--- src/hdl/npcd_pkg.sv ---
// ----------------------------------------------------------------------------
// npcd_pkg
// shared constants, types and the marker offset tables for the nand page
// codeword deinterleaver
// ----------------------------------------------------------------------------
`default_nettype none

package npcd_pkg;

    localparam int BYTE_W         = 8;
    localparam int PAGE_SIZE_W    = 15;
    localparam int SPARE_SIZE_W   = 12;
    localparam int RAW_PAGE_W     = 16;
    localparam int CHUNK_SHIFT    = 9;
    localparam int CWS_W          = PAGE_SIZE_W - CHUNK_SHIFT;
    localparam int CW_POS_W       = 10;
    localparam int THRESH_W       = 11;
    localparam int LIMIT_W        = 17;
    localparam int APB_ADDR_W     = 3;
    localparam int APB_DATA_W     = 32;

    localparam int DEFAULT_MAX_PAGE_SIZE = 16384;

    localparam logic [PAGE_SIZE_W-1:0]  RESET_PAGE_SIZE  = PAGE_SIZE_W'(2048);
    localparam logic [SPARE_SIZE_W-1:0] RESET_SPARE_SIZE = SPARE_SIZE_W'(64);

    localparam int CW_SIZE_BCH8      = 532;
    localparam int CW_SIZE_BCH4      = 528;
    localparam int CW_DATA_LAST      = 516;
    localparam int BCH8_SPARE_PER_CW = 20;
    localparam int DATA_CHUNK        = 512;

    localparam logic [CW_POS_W-1:0] CW_LAST_BCH8 = CW_POS_W'(CW_SIZE_BCH8 - 1);
    localparam logic [CW_POS_W-1:0] CW_LAST_BCH4 = CW_POS_W'(CW_SIZE_BCH4 - 1);
    localparam logic [CW_POS_W-1:0] CW_DATA_END  = CW_POS_W'(CW_DATA_LAST);

    // register select, taken from paddr bit 2
    localparam logic REG_PAGE_SIZE  = 1'b0;
    localparam logic REG_SPARE_SIZE = 1'b1;

    typedef logic [CW_POS_W-1:0] bbm_table_t [0:(1 << CWS_W) - 1];

    typedef struct packed {
        logic                   ok;
        logic [CWS_W-1:0]       cws;
        logic [CW_POS_W-1:0]    cw_last;
        logic [CW_POS_W-1:0]    bbm_pos;
        logic [PAGE_SIZE_W-1:0] main_bytes;
        logic [RAW_PAGE_W-1:0]  raw_page;
    } cfg_t;

    // marker offset (n * 512) mod codeword size, built by running remainder
    function automatic bbm_table_t make_bbm_table(input int unsigned cw_size);
        bbm_table_t  tab;
        int unsigned rem;
        int          i;
        rem = 0;
        for (i = 0; i < (1 << CWS_W); i++)
        begin
            tab[i] = CW_POS_W'(rem);
            rem = rem + DATA_CHUNK;
            if (rem >= cw_size)
            begin
                rem = rem - cw_size;
            end
        end
        return tab;
    endfunction

    localparam bbm_table_t BBM_BCH8 = make_bbm_table(CW_SIZE_BCH8);
    localparam bbm_table_t BBM_BCH4 = make_bbm_table(CW_SIZE_BCH4);

endpackage

`default_nettype wire

--- src/hdl/npcd_apb_regs.sv ---
// ----------------------------------------------------------------------------
// npcd_apb_regs
// apb register file for page and spare size, with the derived codeword layout
// ----------------------------------------------------------------------------
`default_nettype none

module npcd_apb_regs #(
    parameter int MAX_PAGE_SIZE = npcd_pkg::DEFAULT_MAX_PAGE_SIZE
) (
    input  wire logic                              clk,
    input  wire logic                              rst_n,
    input  wire logic                              psel,
    input  wire logic                              penable,
    input  wire logic                              pwrite,
    input  wire logic [npcd_pkg::APB_ADDR_W-1:0]   paddr,
    input  wire logic [npcd_pkg::APB_DATA_W-1:0]   pwdata,
    output logic      [npcd_pkg::APB_DATA_W-1:0]   prdata,
    output logic                                   pready,
    output logic                                   cfg_wr,
    output npcd_pkg::cfg_t                         cfg
);

    logic [npcd_pkg::PAGE_SIZE_W-1:0]  main_bytes_reg;
    logic [npcd_pkg::PAGE_SIZE_W-1:0]  main_bytes_next;
    logic [npcd_pkg::SPARE_SIZE_W-1:0] spare_bytes_reg;
    logic [npcd_pkg::SPARE_SIZE_W-1:0] spare_bytes_next;

    logic [npcd_pkg::CWS_W-1:0]    cws;
    logic [npcd_pkg::THRESH_W-1:0] thresh;
    logic                          bch8;
    logic [npcd_pkg::CW_POS_W-1:0] bbm_pos;
    logic                          size_ok;

    assign pready = 1'b1;
    assign cfg_wr = psel && penable && pwrite;

    always_comb
    begin
        main_bytes_next  = main_bytes_reg;
        spare_bytes_next = spare_bytes_reg;
        if (cfg_wr)
        begin
            unique case (paddr[2])
                npcd_pkg::REG_PAGE_SIZE:
                begin
                    main_bytes_next = pwdata[npcd_pkg::PAGE_SIZE_W-1:0];
                end
                npcd_pkg::REG_SPARE_SIZE:
                begin
                    spare_bytes_next = pwdata[npcd_pkg::SPARE_SIZE_W-1:0];
                end
                default:
                begin
                    main_bytes_next = main_bytes_reg;
                end
            endcase
        end
    end

    always_ff @(posedge clk or negedge rst_n)
    begin
        if (!rst_n)
        begin
            main_bytes_reg  <= npcd_pkg::RESET_PAGE_SIZE;
            spare_bytes_reg <= npcd_pkg::RESET_SPARE_SIZE;
        end
        else
        begin
            main_bytes_reg  <= main_bytes_next;
            spare_bytes_reg <= spare_bytes_next;
        end
    end

    always_comb
    begin
        unique case (paddr[2])
            npcd_pkg::REG_PAGE_SIZE:
            begin
                prdata = npcd_pkg::APB_DATA_W'(main_bytes_reg);
            end
            npcd_pkg::REG_SPARE_SIZE:
            begin
                prdata = npcd_pkg::APB_DATA_W'(spare_bytes_reg);
            end
            default:
            begin
                prdata = '0;
            end
        endcase
    end

    // derived codeword layout
    assign cws    = main_bytes_reg[npcd_pkg::PAGE_SIZE_W-1:npcd_pkg::CHUNK_SHIFT];
    assign thresh = npcd_pkg::THRESH_W'(cws) *
                    npcd_pkg::THRESH_W'(npcd_pkg::BCH8_SPARE_PER_CW);
    assign bch8   = {1'b0, spare_bytes_reg} >= {2'b00, thresh};
    assign bbm_pos = bch8 ? npcd_pkg::BBM_BCH8[cws] : npcd_pkg::BBM_BCH4[cws];

    assign size_ok = (main_bytes_reg != '0)
                  && (main_bytes_reg[npcd_pkg::CHUNK_SHIFT-1:0] == '0)
                  && (npcd_pkg::LIMIT_W'(main_bytes_reg)
                      <= npcd_pkg::LIMIT_W'(MAX_PAGE_SIZE));

    assign cfg.ok         = size_ok && (bbm_pos != '0) && (bbm_pos <= npcd_pkg::CW_DATA_END);
    assign cfg.cws        = cws;
    assign cfg.cw_last    = bch8 ? npcd_pkg::CW_LAST_BCH8 : npcd_pkg::CW_LAST_BCH4;
    assign cfg.bbm_pos    = bbm_pos;
    assign cfg.main_bytes = main_bytes_reg;
    assign cfg.raw_page   = npcd_pkg::RAW_PAGE_W'(main_bytes_reg)
                          + npcd_pkg::RAW_PAGE_W'(spare_bytes_reg);

endmodule

`default_nettype wire

--- src/hdl/npcd_cw_tracker.sv ---
// ----------------------------------------------------------------------------
// npcd_cw_tracker
// page and codeword position counters, decides which raw bytes are user data
// ----------------------------------------------------------------------------
`default_nettype none

module npcd_cw_tracker (
    input  wire logic           clk,
    input  wire logic           rst_n,
    input  wire logic           step,
    input  wire logic           clear,
    input  wire npcd_pkg::cfg_t cfg,
    output logic                emit,
    output logic                last
);

    logic [npcd_pkg::RAW_PAGE_W-1:0]  page_pos_reg;
    logic [npcd_pkg::RAW_PAGE_W-1:0]  page_pos_next;
    logic [npcd_pkg::CWS_W-1:0]       cw_idx_reg;
    logic [npcd_pkg::CWS_W-1:0]       cw_idx_next;
    logic [npcd_pkg::CW_POS_W-1:0]    cw_pos_reg;
    logic [npcd_pkg::CW_POS_W-1:0]    cw_pos_next;
    logic [npcd_pkg::PAGE_SIZE_W-1:0] coll_reg;
    logic [npcd_pkg::PAGE_SIZE_W-1:0] coll_next;

    logic [npcd_pkg::PAGE_SIZE_W-1:0] coll_inc;
    logic [npcd_pkg::RAW_PAGE_W:0]    page_inc;
    logic                             is_data;

    assign coll_inc = coll_reg + 1'b1;
    assign page_inc = {1'b0, page_pos_reg} + 1'b1;
    assign is_data  = (cw_idx_reg < cfg.cws)
                   && (cw_pos_reg <= npcd_pkg::CW_DATA_END)
                   && (cw_pos_reg != cfg.bbm_pos)
                   && (coll_reg < cfg.main_bytes);

    always_comb
    begin
        page_pos_next = page_pos_reg;
        cw_idx_next   = cw_idx_reg;
        cw_pos_next   = cw_pos_reg;
        coll_next     = coll_reg;
        emit          = 1'b0;
        last          = 1'b0;
        priority if (clear)
        begin
            page_pos_next = '0;
            cw_idx_next   = '0;
            cw_pos_next   = '0;
            coll_next     = '0;
        end
        else if (step && !cfg.ok)
        begin
            page_pos_next = '0;
            cw_idx_next   = '0;
            cw_pos_next   = '0;
            coll_next     = '0;
        end
        else if (step)
        begin
            emit = is_data;
            last = is_data && (coll_inc == cfg.main_bytes);
            if (is_data)
            begin
                coll_next = coll_inc;
            end
            if (cw_pos_reg == cfg.cw_last)
            begin
                cw_pos_next = '0;
                if (cw_idx_reg < cfg.cws)
                begin
                    cw_idx_next = cw_idx_reg + 1'b1;
                end
            end
            else
            begin
                cw_pos_next = cw_pos_reg + 1'b1;
            end
            // end of raw page
            if (page_inc >= {1'b0, cfg.raw_page})
            begin
                page_pos_next = '0;
                cw_idx_next   = '0;
                cw_pos_next   = '0;
                coll_next     = '0;
            end
            else
            begin
                page_pos_next = page_inc[npcd_pkg::RAW_PAGE_W-1:0];
            end
        end
        else
        begin
            // no byte this cycle, hold position
            page_pos_next = page_pos_reg;
        end
    end

    always_ff @(posedge clk or negedge rst_n)
    begin
        if (!rst_n)
        begin
            page_pos_reg <= '0;
            cw_idx_reg   <= '0;
            cw_pos_reg   <= '0;
            coll_reg     <= '0;
        end
        else
        begin
            page_pos_reg <= page_pos_next;
            cw_idx_reg   <= cw_idx_next;
            cw_pos_reg   <= cw_pos_next;
            coll_reg     <= coll_next;
        end
    end

endmodule

`default_nettype wire

--- src/hdl/nand_page_codeword_deinterleave_core.sv ---
// ----------------------------------------------------------------------------
// nand_page_codeword_deinterleave_core
// strips ecc, marker and spare bytes from a raw nand page stream and passes
// on the user data bytes
// ----------------------------------------------------------------------------
//  channel | direction | handshake           | payload
//  --------+-----------+---------------------+---------------------------
//  in      | sink      | in_valid/in_stall   | raw_byte
//  out     | source    | out_valid/out_stall | user_byte, page_last
//  cfg     | apb slave | psel/penable        | main size @0, spare size @4
//
//  one raw byte per cycle sustained while the output is not stalled; a byte is
//  registered in the input register and its result then in the output register
//  async reset: main size 2048, spare size 64, all position counters zero
//  an output stall holds one result plus one raw byte, then stalls the input
//  any register write restarts page tracking at the next raw byte
// ----------------------------------------------------------------------------
`default_nettype none

module nand_page_codeword_deinterleave_core #(
    parameter int MAX_PAGE_SIZE = npcd_pkg::DEFAULT_MAX_PAGE_SIZE
) (
    input  wire logic                              clk,
    input  wire logic                              rst_n,
    input  wire logic                              in_valid,
    output logic                                   in_stall,
    input  wire logic [npcd_pkg::BYTE_W-1:0]       raw_byte,
    output logic                                   out_valid,
    input  wire logic                              out_stall,
    output logic      [npcd_pkg::BYTE_W-1:0]       user_byte,
    output logic                                   page_last,
    input  wire logic                              psel,
    input  wire logic                              penable,
    input  wire logic                              pwrite,
    input  wire logic [npcd_pkg::APB_ADDR_W-1:0]   paddr,
    input  wire logic [npcd_pkg::APB_DATA_W-1:0]   pwdata,
    output logic      [npcd_pkg::APB_DATA_W-1:0]   prdata,
    output logic                                   pready
);

    npcd_pkg::cfg_t cfg;
    logic           cfg_wr;

    logic                          a_valid_reg;
    logic                          a_valid_next;
    logic [npcd_pkg::BYTE_W-1:0]   a_byte_reg;
    logic                          o_valid_reg;
    logic                          o_valid_next;
    logic [npcd_pkg::BYTE_W-1:0]   o_byte_reg;
    logic                          o_last_reg;

    logic b_free;
    logic a_move;
    logic in_take;
    logic emit;
    logic last;

    npcd_apb_regs #(
        .MAX_PAGE_SIZE (MAX_PAGE_SIZE)
    ) u_regs (
        .clk     (clk),
        .rst_n   (rst_n),
        .psel    (psel),
        .penable (penable),
        .pwrite  (pwrite),
        .paddr   (paddr),
        .pwdata  (pwdata),
        .prdata  (prdata),
        .pready  (pready),
        .cfg_wr  (cfg_wr),
        .cfg     (cfg)
    );

    npcd_cw_tracker u_tracker (
        .clk   (clk),
        .rst_n (rst_n),
        .step  (a_move),
        .clear (cfg_wr),
        .cfg   (cfg),
        .emit  (emit),
        .last  (last)
    );

    assign b_free   = !o_valid_reg || !out_stall;
    assign a_move   = a_valid_reg && b_free;
    assign in_stall = a_valid_reg && !b_free;
    assign in_take  = in_valid && !in_stall;

    always_comb
    begin
        a_valid_next = a_valid_reg;
        if (in_take)
        begin
            a_valid_next = 1'b1;
        end
        else if (a_move)
        begin
            a_valid_next = 1'b0;
        end
    end

    always_comb
    begin
        o_valid_next = o_valid_reg;
        if (b_free)
        begin
            o_valid_next = a_move && emit;
        end
    end

    always_ff @(posedge clk or negedge rst_n)
    begin
        if (!rst_n)
        begin
            a_valid_reg <= 1'b0;
            o_valid_reg <= 1'b0;
        end
        else
        begin
            a_valid_reg <= a_valid_next;
            o_valid_reg <= o_valid_next;
        end
    end

    // payload registers
    always_ff @(posedge clk)
    begin
        if (in_take)
        begin
            a_byte_reg <= raw_byte;
        end
        if (a_move && emit)
        begin
            o_byte_reg <= a_byte_reg;
            o_last_reg <= last;
        end
    end

    assign out_valid = o_valid_reg;
    assign user_byte = o_byte_reg;
    assign page_last = o_last_reg;

endmodule

`default_nettype wire

--- config.mk ---
export PLATFORM = sky130hd
export DESIGN_NAME = nand_page_codeword_deinterleave_core
export DESIGN_NICKNAME = d
export VERILOG_FILES = /design/src/hdl/npcd_pkg.sv /design/src/hdl/npcd_apb_regs.sv /design/src/hdl/npcd_cw_tracker.sv /design/src/hdl/nand_page_codeword_deinterleave_core.sv
export SDC_FILE = /design/constraint.sdc
export NUM_CORES = 1
export LEC_CHECK = 0
export ABC_AREA = 1
export BUFFER_PORTS_ARGS = -buffer_cell sky130_fd_sc_hd__buf_2
export CAP_MARGIN = 20
export CORE_ASPECT_RATIO = 0.5
export CORE_UTILIZATION = 35
export CTS_CLUSTER_DIAMETER = 120
export DETAILED_ROUTE_END_ITERATION = 6
export PLACE_DENSITY = 0.54
export SLEW_MARGIN = 20
export SYNTH_ARGS = -nofsm -noshare
export SYNTH_HDL_FRONTEND = slang
export SYNTH_SLANG_ARGS = --single-unit
export TNS_END_PERCENT = 30
--- constraint.sdc ---
create_clock -name clk -period 5.7 [get_ports clk]
set_clock_uncertainty 0.05 [all_clocks]
set_input_delay 0 -clock clk [delete_from_list [all_inputs] [get_ports clk]]
set_output_delay 0 -clock clk [all_outputs]
set_load 0.005 [all_outputs]
==> results by group <==
Place
  • Buffers on Ports: 56
  • Placer's final routability congestion estimate: 0.885
  • Post-DP HPWL: 16.5 mm

Synthesis
  • Ys flop type: dfrtp_1
  • Number of flops mapped to enable cells by yosys: 17
  • Post-synthesis cell area: 7990 um^2
  • Largest area contributor in the netlist: dfrtp_1
  • Simple-Gate Fraction of Synth Area: 0.288
  • Adder-Cell Fraction of Synth Area: 0.138
  • YS warnings: 0
  • Share of the synthesized area in the top cell type: 0.232
  • Compound-Gate Fraction of Synth Area: 0.107
  • #FFs+latches synth: 93
  • Avg Synthesized Cell Area: 7.17 um^2
  • Largest family of logic cells by synthesized area: simple AND/OR/NAND/NOR gates
  • Seq/Total Area, Yosys: 0.302
  • Cell variety after synth: 46
  • Synth area leaders: dfrtp_1, nand2_1, ha_1
  • Synth Instances: 1,114
  • Post-synthesis mux area share: 0
  • Xor-xnor portion of the synthesized cell area: 0.0625
  • Async SR Flop Fraction: 0.817

Die
  • Die width: 216 um
  • Initial Util: 0.363
  • Die H: 109 um
  • Die area: 23,500 um^2
  • I/O Pins: 94
  • Core area: 22,000 um^2
  • Cell Rows: 38

Pwr
  • Peak supply drop: 0.126 mV
  • PD cells: 299 nW/um^2
  • Leak pwr: 4.69 nW
  • Tot Pwr: 0.00271 W

Critical path
  • Arr. time, crit path: 4.61 ns
  • Data required, critical path: 5.69 ns
  • Worst setup SP type: flip-flop
  • Critical path class: flip-flop to flip-flop
  • Endpoint type of the worst setup path: flip-flop
  • Crit-path max FO: 22

Final layout
  • Nets@finish: 1,327
  • Max reg flops: 16
  • Synth-to-layout area growth: 13.7%
  • Fill cells: 2,273
  • # diodes: 0
  • Layout cell share with drive strength beyond 1: 0.0929

Global routing
  • Overflow after GRT: 0
  • Number of global-route vias before repair: 6,940
  • Global-route wire length before repair: 36.0 mm
  • Largest net degree at the start of global routing: 66
  • Antenna violations before repair: 0
  • Tot GR Track Use: 0.195

STA
  • Slew HR: 0.386
  • Final Hold Slack: 0.0749 ns
  • Setup TNS: 0 ns
  • Period utilization: 0.811
  • Final min period: 4.62 ns
  • Peak Freq: 216 MHz
  • Count of final hold-check violations: 0
  • Worst-Margin Slew: 0.920 ns
  • Final Slew Violations: 0
  • RSZ-0062 raised after global routing: no
  • Setup violators final: 0

Drt
  • Via Count: 7,360
  • Routed length per instance: 14.8 um
  • Total Routed Length: 22.1 mm
  • Post-DR vias/cell: 4.92
  • DRC Markers: 0
  • Number of nets still failing antenna checks after routing: 0
  • Initial DRC Count: 532
  • First-pass DRT Iterations: 6

Hold path
  • Hold WC Path Type: primary input to async pin

Clock network
  • Clk slew on worst S/H paths: 0.07 ns
  • Hold Buf Count CTS: 28
  • Htree depth: 3
  • CTS tree: done
  • Post-CTS Setup Bufs: 0
  • Total CTS buffers: 9
  • Root Driver: clkbuf_16
  • Clock buffer depth: 2
  • Latest clock arrival within the worst-skew pair: 0.36 ns
  • Post-cts repair resize count: 0
  • CTS sink cnt: 93

Status
  • Status: finished, final reports clean

Run
  • Max_cap viols: 0
[cell families after synthesis]
| kind of cell | count (synthesis) |
|---|---|
| AO/OA/AOI/OAI | 155 |
| XOR/XNOR | 57 |
| adder cells (fa/ha/maj) | 87 |
| buffers and inverters | 185 |
| flip-flops | 93 |
| other | 2 |
| AND/OR/NAND/NOR | 535 |
[report_power, final]
group / internal [W] / switching, W
Combinational: 0.000451 / 0.000817
Clock: 0.000311 / 0.000314
Sequential: 0.000737 / 0.0000842
[layout make-up]
class	count	area [um^2]	share of cell area
well taps	300	375	0.0414
inverters	139	522	0.0575
clock buffers	9	225	0.0248
repair buffers	95	646	0.0711
multi-input cells	852	4820	0.531
flip-flops and latches	93	2410	0.266
clock inverters	7	72.6	0.00800
[cells in the final DEF (no fill, tap or decap), drive strengths merged, types with 9 or more instances in the layout]
cell         count
nand3           77
dfrtp           74
edfxtp          17
xor2            47
buf             67
nor3            19
o21ai           80
nor2            79
nand2          321
xnor2           10
a21oi           50
clkbuf           9
ha              85
dlygate4sd3     28
conb            18
o22ai           11
nand4           27
inv            142
[worst paths after layout]
| path | startpoint | endpoint | slack, ns | cells past startpoint |
|---|---|---|---|---|
| max in group asynchronous | rst_n | u_tracker.page_pos_reg[5]$_DFFE_PN0P_ | 4.62 | 3 |
| hold / removal | rst_n | u_regs.main_bytes_reg[11]$_DFFE_PN1P_ | 0.07 | 2 |
| setup / recovery | u_regs.main_bytes_reg[11]$_DFFE_PN1P_ | user_byte[6]$_DFFE_PP_ | 1.08 | 23 |
| hold reg to reg | a_byte_reg[3]$_DFFE_PP_ | user_byte[3]$_DFFE_PP_ | 0.37 | 0 |
| setup reg to reg | u_regs.main_bytes_reg[11]$_DFFE_PN1P_ | user_byte[6]$_DFFE_PP_ | 1.08 | 23 |
| min in group clk | raw_byte[3] | a_byte_reg[3]$_DFFE_PP_ | 0.29 | 2 |
[cells in the mapped netlist, types with 11 or more instances]
master / number
dfrtp_1: 74
o21ai_1: 11
nand3_1: 75
nor2_1: 75
o22ai_1: 11
nand2_1: 312
buf_4: 20
inv_1: 133
o21ai_0: 69
a21oi_1: 48
ha_1: 85
xor2_1: 47
clkbuf_1: 14
edfxtp_1: 17
nand4_1: 27
nor3_1: 19
[layer usage]
metal	routed length [um]	track usage	share of wire
met3	1160	0.0340	0.052
met1	11300	0.276	0.51
met4	227	0.0481	0.010
met5	0	0	0
met2	9340	0.307	0.42
[metrics by stage]
step / util / cell area [um^2] / cells / worst slack (ns)
after floorplan: - / 8050 / 1130 / 1.74
after global placement: 0.386 / 8500 / 1451 / 1.15
after detailed placement: 0.386 / 8500 / 1451 / 1.14
after CTS: 0.412 / 9080 / 1495 / 1.12
after global routing: 0.412 / 9080 / 1495 / 0.684
final: 0.412 / 9080 / 1495 / 1.08
[critical path: stages, from the launching register on]
cell      delay [ns]
dfstp_2         0.37
buf_4           0.22
ha_1            0.22
ha_1            0.22
fa_1            0.41
a21oi_1         0.15
nor2_1          0.06
nor2_1          0.11
xor2_1          0.16
ha_1            0.27
nand2_1         0.07
nand2_1         0.04
nand2_1         0.05
nand2_1         0.08
a21oi_4         0.28
nand2_2         0.23
nand2_1         0.10
nand2_1         0.11
xor2_1          0.19
nand3b_1        0.13
nor2_1          0.06
nor2_1          0.20
nand3_1         0.21
inv_1           0.31
No activity file was read; power rests on OpenSTA's default activity.
